`src/hdl/wmst_pkg.sv`:
```
package wmst_pkg;

    // window depth in bytes and the width of a count over it
    localparam int WIN   = 6;
    localparam int CNT_W = $clog2(WIN + 1);

    localparam logic [CNT_W-1:0] WIN_FULL = CNT_W'(WIN);

    // style codes
    localparam logic [2:0] ST_A = 3'd0;  // plain
    localparam logic [2:0] ST_B = 3'd1;  // pre
    localparam logic [2:0] ST_C = 3'd2;  // link
    localparam logic [2:0] ST_D = 3'd3;  // italic
    localparam logic [2:0] ST_E = 3'd4;  // marker
    localparam logic [2:0] ST_F = 3'd5;  // bold
    localparam logic [2:0] ST_G = 3'd6;  // target
    localparam logic [2:0] ST_H = 3'd7;  // html

    // single characters
    localparam logic [7:0] CH_NL    = 8'h0a;
    localparam logic [7:0] CH_BSL   = 8'h5c;
    localparam logic [7:0] CH_COLON = 8'h3a;
    localparam logic [7:0] CH_LT    = 8'h3c;
    localparam logic [7:0] CH_GT    = 8'h3e;
    localparam logic [7:0] CH_NONE  = 8'h00;

    // byte window, element 0 is the head
    typedef logic [0:WIN-1][7:0] bytes_t;

    // marker patterns, left aligned and zero padded
    localparam bytes_t PAT_PRE     = {"<pre>", 8'h00};
    localparam bytes_t PAT_PRE_END = "</pre>";
    localparam bytes_t PAT_DASH    = {" - ", 24'h0};
    localparam bytes_t PAT_STAR1   = {" * ", 24'h0};
    localparam bytes_t PAT_STAR2   = {" ** ", 16'h0};
    localparam bytes_t PAT_STAR3   = {" *** ", 8'h00};
    localparam bytes_t PAT_LINK    = {"[[", 32'h0};
    localparam bytes_t PAT_LINK_END = {"]]", 32'h0};
    localparam bytes_t PAT_TT      = {"<tt>", 16'h0};
    localparam bytes_t PAT_TT_END  = {"</tt>", 8'h00};
    localparam bytes_t PAT_TABLE   = {"||", 32'h0};
    localparam bytes_t PAT_ESC     = {8'h5c, "&", 32'h0};
    localparam bytes_t PAT_ITALIC  = {"//", 32'h0};
    localparam bytes_t PAT_BOLD    = {"**", 32'h0};
    localparam bytes_t PAT_TARGET  = {"##", 32'h0};

    // one head decision
    typedef struct packed {
        logic [2:0]       style;
        logic [CNT_W-1:0] len;
        logic [2:0]       nxt;
        logic             marker;
    } dec_t;

    // load of a burst of equal results into the output stage
    typedef struct packed {
        logic             load;
        logic [2:0]       style;
        logic [CNT_W-1:0] len;
        logic             run_end;
    } burst_t;

endpackage

```
`src/hdl/wmst_if.sv`:
```
interface wmst_text_if;
    logic       valid;
    logic       ready;
    logic [7:0] char_code;
    logic       first;
    logic [2:0] start_style;
    logic       last;

    modport source (output valid, char_code, first, start_style, last, input ready);
    modport sink (input valid, char_code, first, start_style, last, output ready);
endinterface

interface wmst_style_if;
    logic       valid;
    logic       ready;
    logic [2:0] style_code;
    logic       run_end;

    modport source (output valid, style_code, run_end, input ready);
    modport sink (input valid, style_code, run_end, output ready);
endinterface

```
`src/hdl/wmst_decide.sv`:
```
module wmst_decide (
    input  wmst_pkg::bytes_t           win,
    input  logic [wmst_pkg::CNT_W-1:0] cnt,
    input  logic [7:0]                 prev,
    input  logic [2:0]                 run,
    input  logic                       line,
    output wmst_pkg::dec_t             dec
);

    // pattern match on the head of the window, never past the held bytes
    function automatic logic hit(
        input wmst_pkg::bytes_t           w,
        input logic [wmst_pkg::CNT_W-1:0] n,
        input wmst_pkg::bytes_t           p,
        input logic [wmst_pkg::CNT_W-1:0] len
    );
        logic r;
        r = (len <= n);
        for (int i = 0; i < wmst_pkg::WIN; i++)
        begin
            if ((wmst_pkg::CNT_W'(i) < len) && (w[i] != p[i]))
            begin
                r = 1'b0;
            end
        end
        return r;
    endfunction

    function automatic wmst_pkg::dec_t mk(
        input logic [2:0]                 style,
        input logic [wmst_pkg::CNT_W-1:0] len,
        input logic [2:0]                 nxt
    );
        wmst_pkg::dec_t d;
        d.style  = style;
        d.len    = len;
        d.nxt    = nxt;
        d.marker = 1'b1;
        return d;
    endfunction

    logic esc;

    always_comb
    begin
        esc = (prev == wmst_pkg::CH_BSL);

        // plain byte takes the running style
        dec.style  = run;
        dec.len    = wmst_pkg::CNT_W'(1);
        dec.nxt    = run;
        dec.marker = 1'b0;

        if (line && hit(win, cnt, wmst_pkg::PAT_PRE, 3'd5))
        begin
            dec = mk(wmst_pkg::ST_B, 3'd5, wmst_pkg::ST_B);
        end
        else if (line && hit(win, cnt, wmst_pkg::PAT_PRE_END, 3'd6))
        begin
            dec = mk(wmst_pkg::ST_B, 3'd6, wmst_pkg::ST_A);
        end
        else if (line && hit(win, cnt, wmst_pkg::PAT_DASH, 3'd3))
        begin
            dec = mk(wmst_pkg::ST_E, 3'd3, wmst_pkg::ST_A);
        end
        else if (line && hit(win, cnt, wmst_pkg::PAT_STAR1, 3'd3))
        begin
            dec = mk(wmst_pkg::ST_E, 3'd3, wmst_pkg::ST_A);
        end
        else if (line && hit(win, cnt, wmst_pkg::PAT_STAR2, 3'd4))
        begin
            dec = mk(wmst_pkg::ST_E, 3'd4, wmst_pkg::ST_A);
        end
        else if (line && hit(win, cnt, wmst_pkg::PAT_STAR3, 3'd5))
        begin
            dec = mk(wmst_pkg::ST_E, 3'd5, wmst_pkg::ST_A);
        end
        else if (hit(win, cnt, wmst_pkg::PAT_LINK, 3'd2))
        begin
            dec = mk(wmst_pkg::ST_E, 3'd2, wmst_pkg::ST_C);
        end
        else if (hit(win, cnt, wmst_pkg::PAT_LINK_END, 3'd2))
        begin
            dec = mk(wmst_pkg::ST_E, 3'd2, wmst_pkg::ST_A);
        end
        else if (hit(win, cnt, wmst_pkg::PAT_TT, 3'd4))
        begin
            dec = mk(wmst_pkg::ST_E, 3'd4, wmst_pkg::ST_B);
        end
        else if (hit(win, cnt, wmst_pkg::PAT_TT_END, 3'd5))
        begin
            dec = mk(wmst_pkg::ST_E, 3'd5, wmst_pkg::ST_A);
        end
        else if ((win[0] == wmst_pkg::CH_LT) && !esc)
        begin
            dec = mk(wmst_pkg::ST_H, 3'd1, wmst_pkg::ST_H);
        end
        else if ((win[0] == wmst_pkg::CH_GT) && !esc && (run == wmst_pkg::ST_H))
        begin
            dec = mk(wmst_pkg::ST_H, 3'd1, wmst_pkg::ST_A);
        end
        else if (hit(win, cnt, wmst_pkg::PAT_TABLE, 3'd2))
        begin
            dec = mk(wmst_pkg::ST_E, 3'd2, wmst_pkg::ST_A);
        end
        else if (hit(win, cnt, wmst_pkg::PAT_ESC, 3'd2))
        begin
            dec = mk(wmst_pkg::ST_E, 3'd2, wmst_pkg::ST_A);
        end
        else if (hit(win, cnt, wmst_pkg::PAT_ITALIC, 3'd2))
        begin
            // outside italic, after a colon this is a url, not an italic toggle
            if (run == wmst_pkg::ST_D)
            begin
                dec = mk(wmst_pkg::ST_E, 3'd2, wmst_pkg::ST_A);
            end
            else if (prev != wmst_pkg::CH_COLON)
            begin
                dec = mk(wmst_pkg::ST_E, 3'd2, wmst_pkg::ST_D);
            end
        end
        else if (hit(win, cnt, wmst_pkg::PAT_BOLD, 3'd2))
        begin
            dec = mk(wmst_pkg::ST_E, 3'd2,
                     (run == wmst_pkg::ST_F) ? wmst_pkg::ST_A : wmst_pkg::ST_F);
        end
        else if (hit(win, cnt, wmst_pkg::PAT_TARGET, 3'd2))
        begin
            dec = mk(wmst_pkg::ST_E, 3'd2,
                     (run == wmst_pkg::ST_G) ? wmst_pkg::ST_A : wmst_pkg::ST_G);
        end
    end

endmodule

```
`src/hdl/wmst_window.sv`:
```
module wmst_window (
    input  logic                clk,
    input  logic                rst_n,
    wmst_text_if.sink           text,
    input  logic                free,
    output wmst_pkg::burst_t    load
);

    wmst_pkg::bytes_t           win_reg, win_next;
    logic [wmst_pkg::CNT_W-1:0] cnt_reg, cnt_next;
    logic [7:0]                 prev_reg, prev_next;
    logic [2:0]                 run_reg, run_next;
    logic                       line_reg, line_next;
    logic                       flush_reg, flush_next;

    wmst_pkg::dec_t             dec;
    wmst_pkg::bytes_t           win_a;
    logic [wmst_pkg::CNT_W-1:0] cnt_a, cnt_b;
    logic                       go;
    logic                       acc;
    logic [7:0]                 tail;

    wmst_decide u_decide (
        .win  (win_reg),
        .cnt  (cnt_reg),
        .prev (prev_reg),
        .run  (run_reg),
        .line (line_reg),
        .dec  (dec)
    );

    always_comb
    begin
        // decide on a full window or a draining flush, only when free
        go = free && (flush_reg ? (cnt_reg != '0) : (cnt_reg == wmst_pkg::WIN_FULL));

        win_a     = win_reg;
        cnt_a     = cnt_reg;
        prev_next = prev_reg;
        run_next  = run_reg;
        line_next = line_reg;
        tail      = win_reg[0];

        if (go)
        begin
            win_a = win_reg << {dec.len, 3'b000};
            cnt_a = cnt_reg - dec.len;
            for (int i = 0; i < wmst_pkg::WIN; i++)
            begin
                if (wmst_pkg::CNT_W'(i + 1) == dec.len)
                begin
                    tail = win_reg[i];
                end
            end
            prev_next = tail;
            run_next  = dec.nxt;
            line_next = !dec.marker && (tail == wmst_pkg::CH_NL);
        end

        text.ready = !flush_reg && ((cnt_reg != wmst_pkg::WIN_FULL) || go);
        acc        = text.valid && text.ready;

        cnt_b    = cnt_a;
        win_next = win_a;
        cnt_next = cnt_a;
        if (acc)
        begin
            // a new run drops whatever an earlier run left undecided
            if (text.first)
            begin
                cnt_b     = '0;
                run_next  = text.start_style;
                line_next = 1'b1;
                prev_next = wmst_pkg::CH_NONE;
            end
            for (int i = 0; i < wmst_pkg::WIN; i++)
            begin
                if (wmst_pkg::CNT_W'(i) == cnt_b)
                begin
                    win_next[i] = text.char_code;
                end
            end
            cnt_next = cnt_b + 1'b1;
        end

        flush_next = flush_reg;
        if (acc)
        begin
            flush_next = text.last;
        end
        else if (go && (cnt_a == '0))
        begin
            flush_next = 1'b0;
        end

        load.load    = go;
        load.style   = dec.style;
        load.len     = dec.len;
        load.run_end = flush_reg && (cnt_a == '0);
    end

    always_ff @(posedge clk)
    begin
        win_reg <= win_next;
    end

    always_ff @(posedge clk or negedge rst_n)
    begin
        if (!rst_n)
        begin
            cnt_reg   <= '0;
            prev_reg  <= wmst_pkg::CH_NONE;
            run_reg   <= wmst_pkg::ST_A;
            line_reg  <= 1'b1;
            flush_reg <= 1'b0;
        end
        else
        begin
            cnt_reg   <= cnt_next;
            prev_reg  <= prev_next;
            run_reg   <= run_next;
            line_reg  <= line_next;
            flush_reg <= flush_next;
        end
    end

endmodule

```
`src/hdl/wmst_burst.sv`:
```
module wmst_burst (
    input  logic             clk,
    input  logic             rst_n,
    input  wmst_pkg::burst_t load,
    output logic             free,
    wmst_style_if.source     styles
);

    logic [wmst_pkg::CNT_W-1:0] cnt_reg, cnt_next;
    logic [2:0]                 style_reg, style_next;
    logic                       end_reg, end_next;
    logic                       take;

    always_comb
    begin
        styles.valid      = (cnt_reg != '0);
        styles.style_code = style_reg;
        // end flag rides only on the final result of the burst
        styles.run_end    = end_reg && (cnt_reg == wmst_pkg::CNT_W'(1));

        take = styles.valid && styles.ready;
        free = (cnt_reg == '0) || ((cnt_reg == wmst_pkg::CNT_W'(1)) && styles.ready);

        cnt_next   = take ? (cnt_reg - 1'b1) : cnt_reg;
        style_next = style_reg;
        end_next   = end_reg;
        if (load.load)
        begin
            cnt_next   = load.len;
            style_next = load.style;
            end_next   = load.run_end;
        end
    end

    always_ff @(posedge clk)
    begin
        style_reg <= style_next;
    end

    always_ff @(posedge clk or negedge rst_n)
    begin
        if (!rst_n)
        begin
            cnt_reg <= '0;
            end_reg <= 1'b0;
        end
        else
        begin
            cnt_reg <= cnt_next;
            end_reg <= end_next;
        end
    end

endmodule

```
`src/hdl/wiki_markup_style_tagger_top.sv`:
```
// timing: a byte is decided once five later bytes of its run are held and the output
//   stage is free, or in the drain after the run's last byte; its style shows next cycle
// throughput: one request per cycle while styles.ready stays high; a marker of k bytes
//   leaves as k results from the output stage, and a run's last request holds input off
//   while the window drains, each decision waiting for a free output stage
// reset: rst_n clears window count, running style, line flag and output stage
module wiki_markup_style_tagger_top (
    input  logic        clk,
    input  logic        rst_n,
    wmst_text_if.sink   text,
    wmst_style_if.source styles
);

    // the window holds up to six undecided bytes plus the running state:
    // running style, line start flag, the byte before the head, and a flush
    // flag set by the last byte of a run. each cycle the head is matched
    // against every marker pattern at once; the winning decision shifts the
    // window by its length and hands one burst to the output stage
    wmst_pkg::burst_t load;

    // high when the output stage can take a new burst this cycle, which
    // includes the cycle in which its final result is taken
    logic free;

    wmst_window u_window (
        .clk   (clk),
        .rst_n (rst_n),
        .text  (text),
        .free  (free),
        .load  (load)
    );

    // output stage repeats the burst style once per marker byte, so the
    // input side keeps moving while results wait downstream
    wmst_burst u_burst (
        .clk    (clk),
        .rst_n  (rst_n),
        .load   (load),
        .free   (free),
        .styles (styles)
    );

endmodule

```
`src/flat_wrapper.sv`:
```
// flat-port wrapper written by rule: the top's interface ports become plain ports
module wiki_markup_style_tagger_top_flat 
  (clk, rst_n, text_valid, text_char_code, text_first, text_start_style, text_last, text_ready, styles_valid, styles_style_code, styles_run_end, styles_ready);
  wmst_text_if text_i ();
  wmst_style_if styles_i ();
  input  logic clk;
  input  logic rst_n;
  input wire logic [$bits(text_i.valid)-1:0] text_valid;
  input wire logic [$bits(text_i.char_code)-1:0] text_char_code;
  input wire logic [$bits(text_i.first)-1:0] text_first;
  input wire logic [$bits(text_i.start_style)-1:0] text_start_style;
  input wire logic [$bits(text_i.last)-1:0] text_last;
  output wire logic [$bits(text_i.ready)-1:0] text_ready;
  output wire logic [$bits(styles_i.valid)-1:0] styles_valid;
  output wire logic [$bits(styles_i.style_code)-1:0] styles_style_code;
  output wire logic [$bits(styles_i.run_end)-1:0] styles_run_end;
  input wire logic [$bits(styles_i.ready)-1:0] styles_ready;
  assign text_i.valid = text_valid;
  assign text_i.char_code = text_char_code;
  assign text_i.first = text_first;
  assign text_i.start_style = text_start_style;
  assign text_i.last = text_last;
  assign text_ready = text_i.ready;
  assign styles_valid = styles_i.valid;
  assign styles_style_code = styles_i.style_code;
  assign styles_run_end = styles_i.run_end;
  assign styles_i.ready = styles_ready;
  wiki_markup_style_tagger_top u_core (.clk(clk), .rst_n(rst_n), .text(text_i), .styles(styles_i));
endmodule
```
`config.mk`:
```
export PLATFORM = sky130hd
export DESIGN_NAME = wiki_markup_style_tagger_top_flat
export DESIGN_NICKNAME = d
export VERILOG_FILES = /design/src/hdl/wmst_pkg.sv /design/src/hdl/wmst_if.sv /design/src/hdl/wmst_decide.sv /design/src/hdl/wmst_window.sv /design/src/hdl/wmst_burst.sv /design/src/hdl/wiki_markup_style_tagger_top.sv /design/src/flat_wrapper.sv
export SDC_FILE = /design/constraint.sdc
export NUM_CORES = 1
export LEC_CHECK = 0
export BUFFER_PORTS_ARGS = -buffer_cell sky130_fd_sc_hd__clkbuf_2
export CAP_MARGIN = 20
export CORE_MARGIN = 3
export CORE_UTILIZATION = 55
export CTS_CLUSTER_DIAMETER = 40
export DETAILED_ROUTE_END_ITERATION = 10
export PLACE_DENSITY = 0.72
export SLEW_MARGIN = 40
export SYNTH_ARGS = -nofsm -noshare
export SYNTH_HDL_FRONTEND = slang
export SYNTH_SLANG_ARGS = --single-unit
export TNS_END_PERCENT = 50
```
`constraint.sdc`:
```
create_clock -name clk -period 12.1 [get_ports clk]
set_clock_uncertainty 0.15 [all_clocks]
set_input_delay 2.42 -clock clk [delete_from_list [all_inputs] [get_ports clk]]
set_output_delay 2.42 -clock clk [all_outputs]
set_load 0.02 [all_outputs]
```
* After elaboration in Yosys (flattened, before gate mapping)
Cells that the tools add are included.
** Operators by class
- $add $sub $neg :: 3
- Muxes and demuxes :: 215
- Reductions and logical operators :: 32
- Shifts and indexed selects :: 1
- $lt $le $gt $ge :: 5
- Eq/ne operators :: 56
** Operator list (count)
- 10-bit 2-to-1 mux :: 17
- 1-bit 2-to-1 mux :: 168
- 8-bit by 6-bit inequality test with 1-bit output (second input constant) :: 19
- 8-bit by 7-bit inequality test with 1-bit output (second input constant) :: 16
- 8-bit 2-to-1 mux :: 15
- 48-bit 2-to-1 mux :: 2
- 48-bit by 6-bit left shift with 48-bit output :: 1
- 3-bit 2-to-1 mux :: 11
- 1-bit logical AND :: 18
- 8-bit by 6-bit equality test with 1-bit output (second input constant) :: 2
- 3-bit equality test (first input constant) :: 5
- 7-bit 2-to-1 mux :: 2
- 2-bit by 3-bit equality test with 1-bit output (first input constant) :: 4
- 3-bit equality test (second input constant) :: 4
- 10-bit OR reduction :: 1
- 3-bit <= comparator (first input constant) :: 3
- 3-bit zero test :: 3
- 8-bit by 4-bit equality test with 1-bit output (second input constant) :: 1
- 8-bit by 7-bit equality test with 1-bit output (second input constant) :: 1
- 2-bit by 3-bit <= comparator with 1-bit output (first input constant) :: 2
- 3-bit nonzero test :: 2
- 2-bit nonzero test :: 2
- 3-bit by 1-bit adder with 3-bit output (second input constant) :: 1
- 1-bit by 3-bit equality test with 1-bit output (first input constant) :: 1
- 8 further kinds :: 11
** Word-level totals
- Output and inout port bits :: 6
- Register bits :: 71
- Logic and storage cells :: 327

* Logic depth before layout (Yosys ltp)
- Word-level depth :: 154
- Gate-level depth with buffers :: 19

* Hierarchy
Synthesis repeated with hierarchy kept, for this count alone.
** Second synthesis, totals
- Cells, all modules :: 731
- Area total of the unflattened synthesis :: 5908.2 sq um
** Modules (own cells, without submodules)
- wmst_window :: cells an instance 530, instances 1, seq. area each 1362.6 sq um, area each 4388.0 sq um
- wmst_decide :: cells an instance 170, instances 1, seq. area each 0.0 sq um, area each 1153.6 sq um
- wmst_burst :: cells an instance 31, instances 1, seq. area each 190.2 sq um, area each 366.6 sq um

* Worst setup path before layout
Ideal clock, no wire load.
- Path type :: in2out
- From :: input port styles_ready
- To :: output port text_ready
- Path slack :: 6.271 ns
- Stages on the path :: 3
- Data required time :: 9.530 ns
- Path buffers :: 0
- Arrival time :: 3.259 ns
- Cells stage by stage :: a21oi_1 or2_2 a31oi_1
** On the way
- Longest elaborated chain between the ends :: 5
** RTL lines
- from (decl) :: line flat_wrapper.sv:17 : input wire logic [$bits(styles_i.ready)-1:0] styles_ready;
- 1-bit logical AND :: line wmst_burst.sv:22 : free = (cnt_reg == '0) || ((cnt_reg == wmst_pkg::CNT_W'(1)) && styles.ready);
- 1-bit logical OR :: line wmst_burst.sv:22
- 1-bit logical AND :: line wmst_window.sv:35 : go = free && (flush_reg ? (cnt_reg != '0) : (cnt_reg == wmst_pkg::WIN_FULL));
- 1-bit logical OR :: line wmst_window.sv:60 : text.ready = !flush_reg && ((cnt_reg != wmst_pkg::WIN_FULL) || go);
- 1-bit logical AND :: line wmst_window.sv:60
- to (decl) :: line flat_wrapper.sv:13 : output wire logic [$bits(text_i.ready)-1:0] text_ready;
No other way between the ends.

* Worst setup path after layout
Same ends and word-level chain as after synthesis.

==> results.py <==
metrics = {
    "layout": {
        "multi_input_area_sq_mm": 0.003928,
        "n_antenna_cell": 0,
        "ff_latch_area_sq_mm": 0.001553,
        "final_common_cell": "nand2_1",
        "layout_common_cells": "nand2_1 (85), nor2_1 (57), dfxtp_1 (48), mux2i_1 (43), a31oi_1 (29)",
        "largest_register_ffs": 48,
        "syn_to_final_growth_pct": 5.102,
        "drive_gt1_share_pct": 12.82,
        "fill_cells": 915,
        "post-route-util_pct": 60.84,
        "nets": 732,
    },
    "timing": {
        "whs_ns": 0.3831,
        "rsz0062_at_grt": "false",
        "fin_tns_setup_ns": 0,
        "relSlewSlack_pct": 42.19,
        "fin_crit_ns": 5.988,
        "finalSetupViolCount": 0,
        "drv_slew": 0,
        "finalCritPeriodShare_pct": 49.48,
        "hold_viol_final": 0,
        "fmax_mhz": 167.0,
        "tightest_slew_ns": 0.8631,
    },
    "placement": {
        "dp_hpwl_mm": 14.21,
        "place.gp.congestion": 1.010,
        "port_buffers": 22,
    },
    "critical_path": {
        "crit_top_cell": "clkbuf_2",
        "cp-start-kind": "input pin",
        "endpoint_kind": "output port",
        "path_class": "in -> out",
        "worstPathArrival_ns": 3.42,
        "cp_max_fo": 5,
        "reg2reg_depth": 14,
        "cp.buffers_inverters": 2,
        "worstPathRequired_ns": 9.53,
        "cp_num_cells": 5,
        "crit_path_cell_trace": "clkbuf_2 > a21oi_1 > or2_2 > a31oi_1 > clkbuf_2",
        "rrSetupSlack_ns": 6.80,
        "cp_top_family": "compound AO/OA/AOI/OAI gates",
        "cpMaxStageDelayCell": "a31oi_1",
        "critPathMaxStageDelay_ns": 0.34,
    },
    "route": {
        "wl_mm": 19.98,
        "wl_per_cell_microns": 23.70,
        "drc_errors": 0,
        "initialDrtViolationCount": 770,
        "num_vias": 6046,
        "dr.pass1.iters": 5,
        "drt.antenna.violating_nets": 0,
        "avgViaCountPerCell": 7.172,
    },
    "global_routing": {
        "grt.busiest_layer": "met2",
        "grtUsageMet3_pct": 9.194,
        "overflow": 0,
        "grtUsageTotal_pct": 35.00,
        "grt_pass1_vias": 5768,
        "grt_first_pass_wirelength_mm": 31.68,
        "met1_usage_pct": 48.40,
        "grt_max_degree": 66,
        "antenna_found_initial": 0,
        "met2_usage_pct": 50.53,
    },
    "hold_path": {
        "holdPathStages": 1,
        "min_path_type": "reg -> reg",
    },
    "pwr": {
        "powerDensity_mw_per_mm2": 227.3,
        "leakagePower_nw": 2.341,
        "peakVddDrop_mv": 0.2431,
    },
    "cts": {
        "htree_levels": 3,
        "worstSkewPairLatency_ns": 0.38,
        "cts.sinks": 71,
        "cts_max_path_buffers": 2,
        "postCtsSetupBuffers": 0,
        "cts_root_buffer": "clkbuf_8",
        "clkSlewWorstSetupHoldPaths_ns": 0.07,
        "hold_buffers": 0,
        "post_cts_resized": 0,
        "cts_made_buffers": 9,
        "cts_tree": "yes",
    },
    "floorplanning": {
        "core_area_sq_mm": 0.01000,
        "rows": 36,
        "dieArea_sq_mm": 0.01179,
        "start_util_pct": 57.88,
        "ioPinCount": 23,
        "die_h_microns": 108.6,
        "die_w_microns": 108.6,
    },
    "yosys": {
        "synth_cells": 721,
        "yosysSeqAreaShare_pct": 26.83,
        "synth_enable_flop_cells": 3,
        "synth_area_sq_mm": 0.005788,
        "synth_warnings": 0,
        "ys_seq_elements": 71,
        "synth-main-ff-cell": "dfxtp_1",
        "synth.distinct_cells": 84,
        "syn_nets": 748,
        "ys_async_sr_fraction_pct": 28.17,
        "syn_avg_cell_area_sq_um": 8.028,
    },
    "outcome": {
        "status": "finished clean",
    },
    "run": {
        "max-cap-violations": 0,
    },
}
==> cells in the mapped netlist, types with 5 or more instances <==
master      n  area, sq um
mux2_4      6        90.09
a2bb2oi_1  13        113.9
nor4_1     16        100.1
nor3_1     18        90.09
a21oi_1    16        80.08
nand3_1    18        90.09
and4b_1     5        50.05
buf_2      11        55.05
a31oi_1    29        181.4
o22a_1      5        43.79
nand4_1    13        81.33
o21ai_0    22        110.1
dfrtp_1    19        475.5
nand3b_1   12        90.09
o211ai_1   12        90.09
or4b_1      5        50.05
nand4b_1    9        78.83
mux2i_1    43        430.4
a211oi_1    5        37.54
o21a_1      5        37.54
inv_1      20        75.07
nor2_1     58        217.7
nor2b_1     8        50.05
dfxtp_1    48        960.9
mux2_2     19        214.0
clkbuf_1   37        138.9
nor4b_1     8        70.07
and3_1     15        93.84
nor3b_1     5        37.54
ha_1        9        112.6
and2_1     10        62.56
or4_1       6        45.04
a21o_1      6        45.04
nand2_1    85        319.1
a22oi_1    13        97.59
or3_1       7        43.79
nor4bb_1    5        50.05
==> where the power goes <==
| part | total [W] | internal [W] | switching (W) | leakage (nW) |
|---|---|---|---|---|
| sequential | 0.000572 | 0.000342 | 0.000231 | 0.663 |
| combinational | 0.000612 | 0.000271 | 0.000342 | 1.58 |
| clock | 0.000198 | 0.0000988 | 0.0000988 | 0.101 |
| total | 0.00138 | 0.000711 | 0.000671 | 2.34 |
==> area by class of cell <==
type	instances	area share, %
clock buffer	13	2.962
clock inverter	3	0.3702
inverter	21	1.296
multi-input combinational	574	64.56
sequential	71	25.52
tap	133	2.736
timing repair buffer	28	2.550
==> cell families after synthesis <==
kind of cell / count (synthesis) / synth area share [%]
adders and majority gates: 10 / 2.291
and+or+nand+nor: 328 / 31.78
AOI/OAI and AO/OA: 165 / 20.41
DFF: 71 / 26.83
buffers and inverters: 76 / 5.555
muxes: 68 / 12.69
xor gates and xnor gates: 3 / 0.4540
==> through the flow <==
stage,total power [W],area [sq um],cells,setup slack (ns)
floorplan,0.0009570,5788,721,6.271
global route,0.001457,6083,843,6.033
detailed placement,0.001150,5877,827,6.135
global placement,0.001121,5874,827,6.166
finish,0.001383,6083,843,6.112
CTS,0.001348,6080,843,6.133
==> layer usage <==
layer,wire length (microns),share of wire [%],up-vias
li1,-,-,2680
met2,8542,43,430
met1,8153,41,2844
met4,802,4.0,0
met3,2478,12,92
met5,0,0,-
==> worst register-to-register path: cells and delay by family (launching register included) <==
| kind | cells | cell delay, ns |
|---|---|---|
| flip-flops | 1 | 0.41 |
| adder cells (fa/ha/maj) | 2 | 0.61 |
| AND/OR/NAND/NOR | 8 | 3.25 |
| AO/OA/AOI/OAI | 2 | 0.41 |
| buffers and inverters | 2 | 0.31 |
==> worst paths after layout <==
path,start,to
max in group asynchronous,rst_n,u_core.u_window.line_reg$_DFF_PN1_
max reg2reg,u_core.u_window.win_reg[38]$_DFF_P_,u_core.u_window.win_reg[26]$_DFF_P_
min in group asynchronous,rst_n,u_core.u_window.prev_reg[7]$_DFF_PN0_
max,styles_ready,text_ready
min,u_core.u_burst.end_reg$_DFFE_PN0P_,u_core.u_burst.end_reg$_DFFE_PN0P_
min reg2reg,u_core.u_burst.end_reg$_DFFE_PN0P_,u_core.u_burst.end_reg$_DFFE_PN0P_
(Power assumes the default switching activity.)
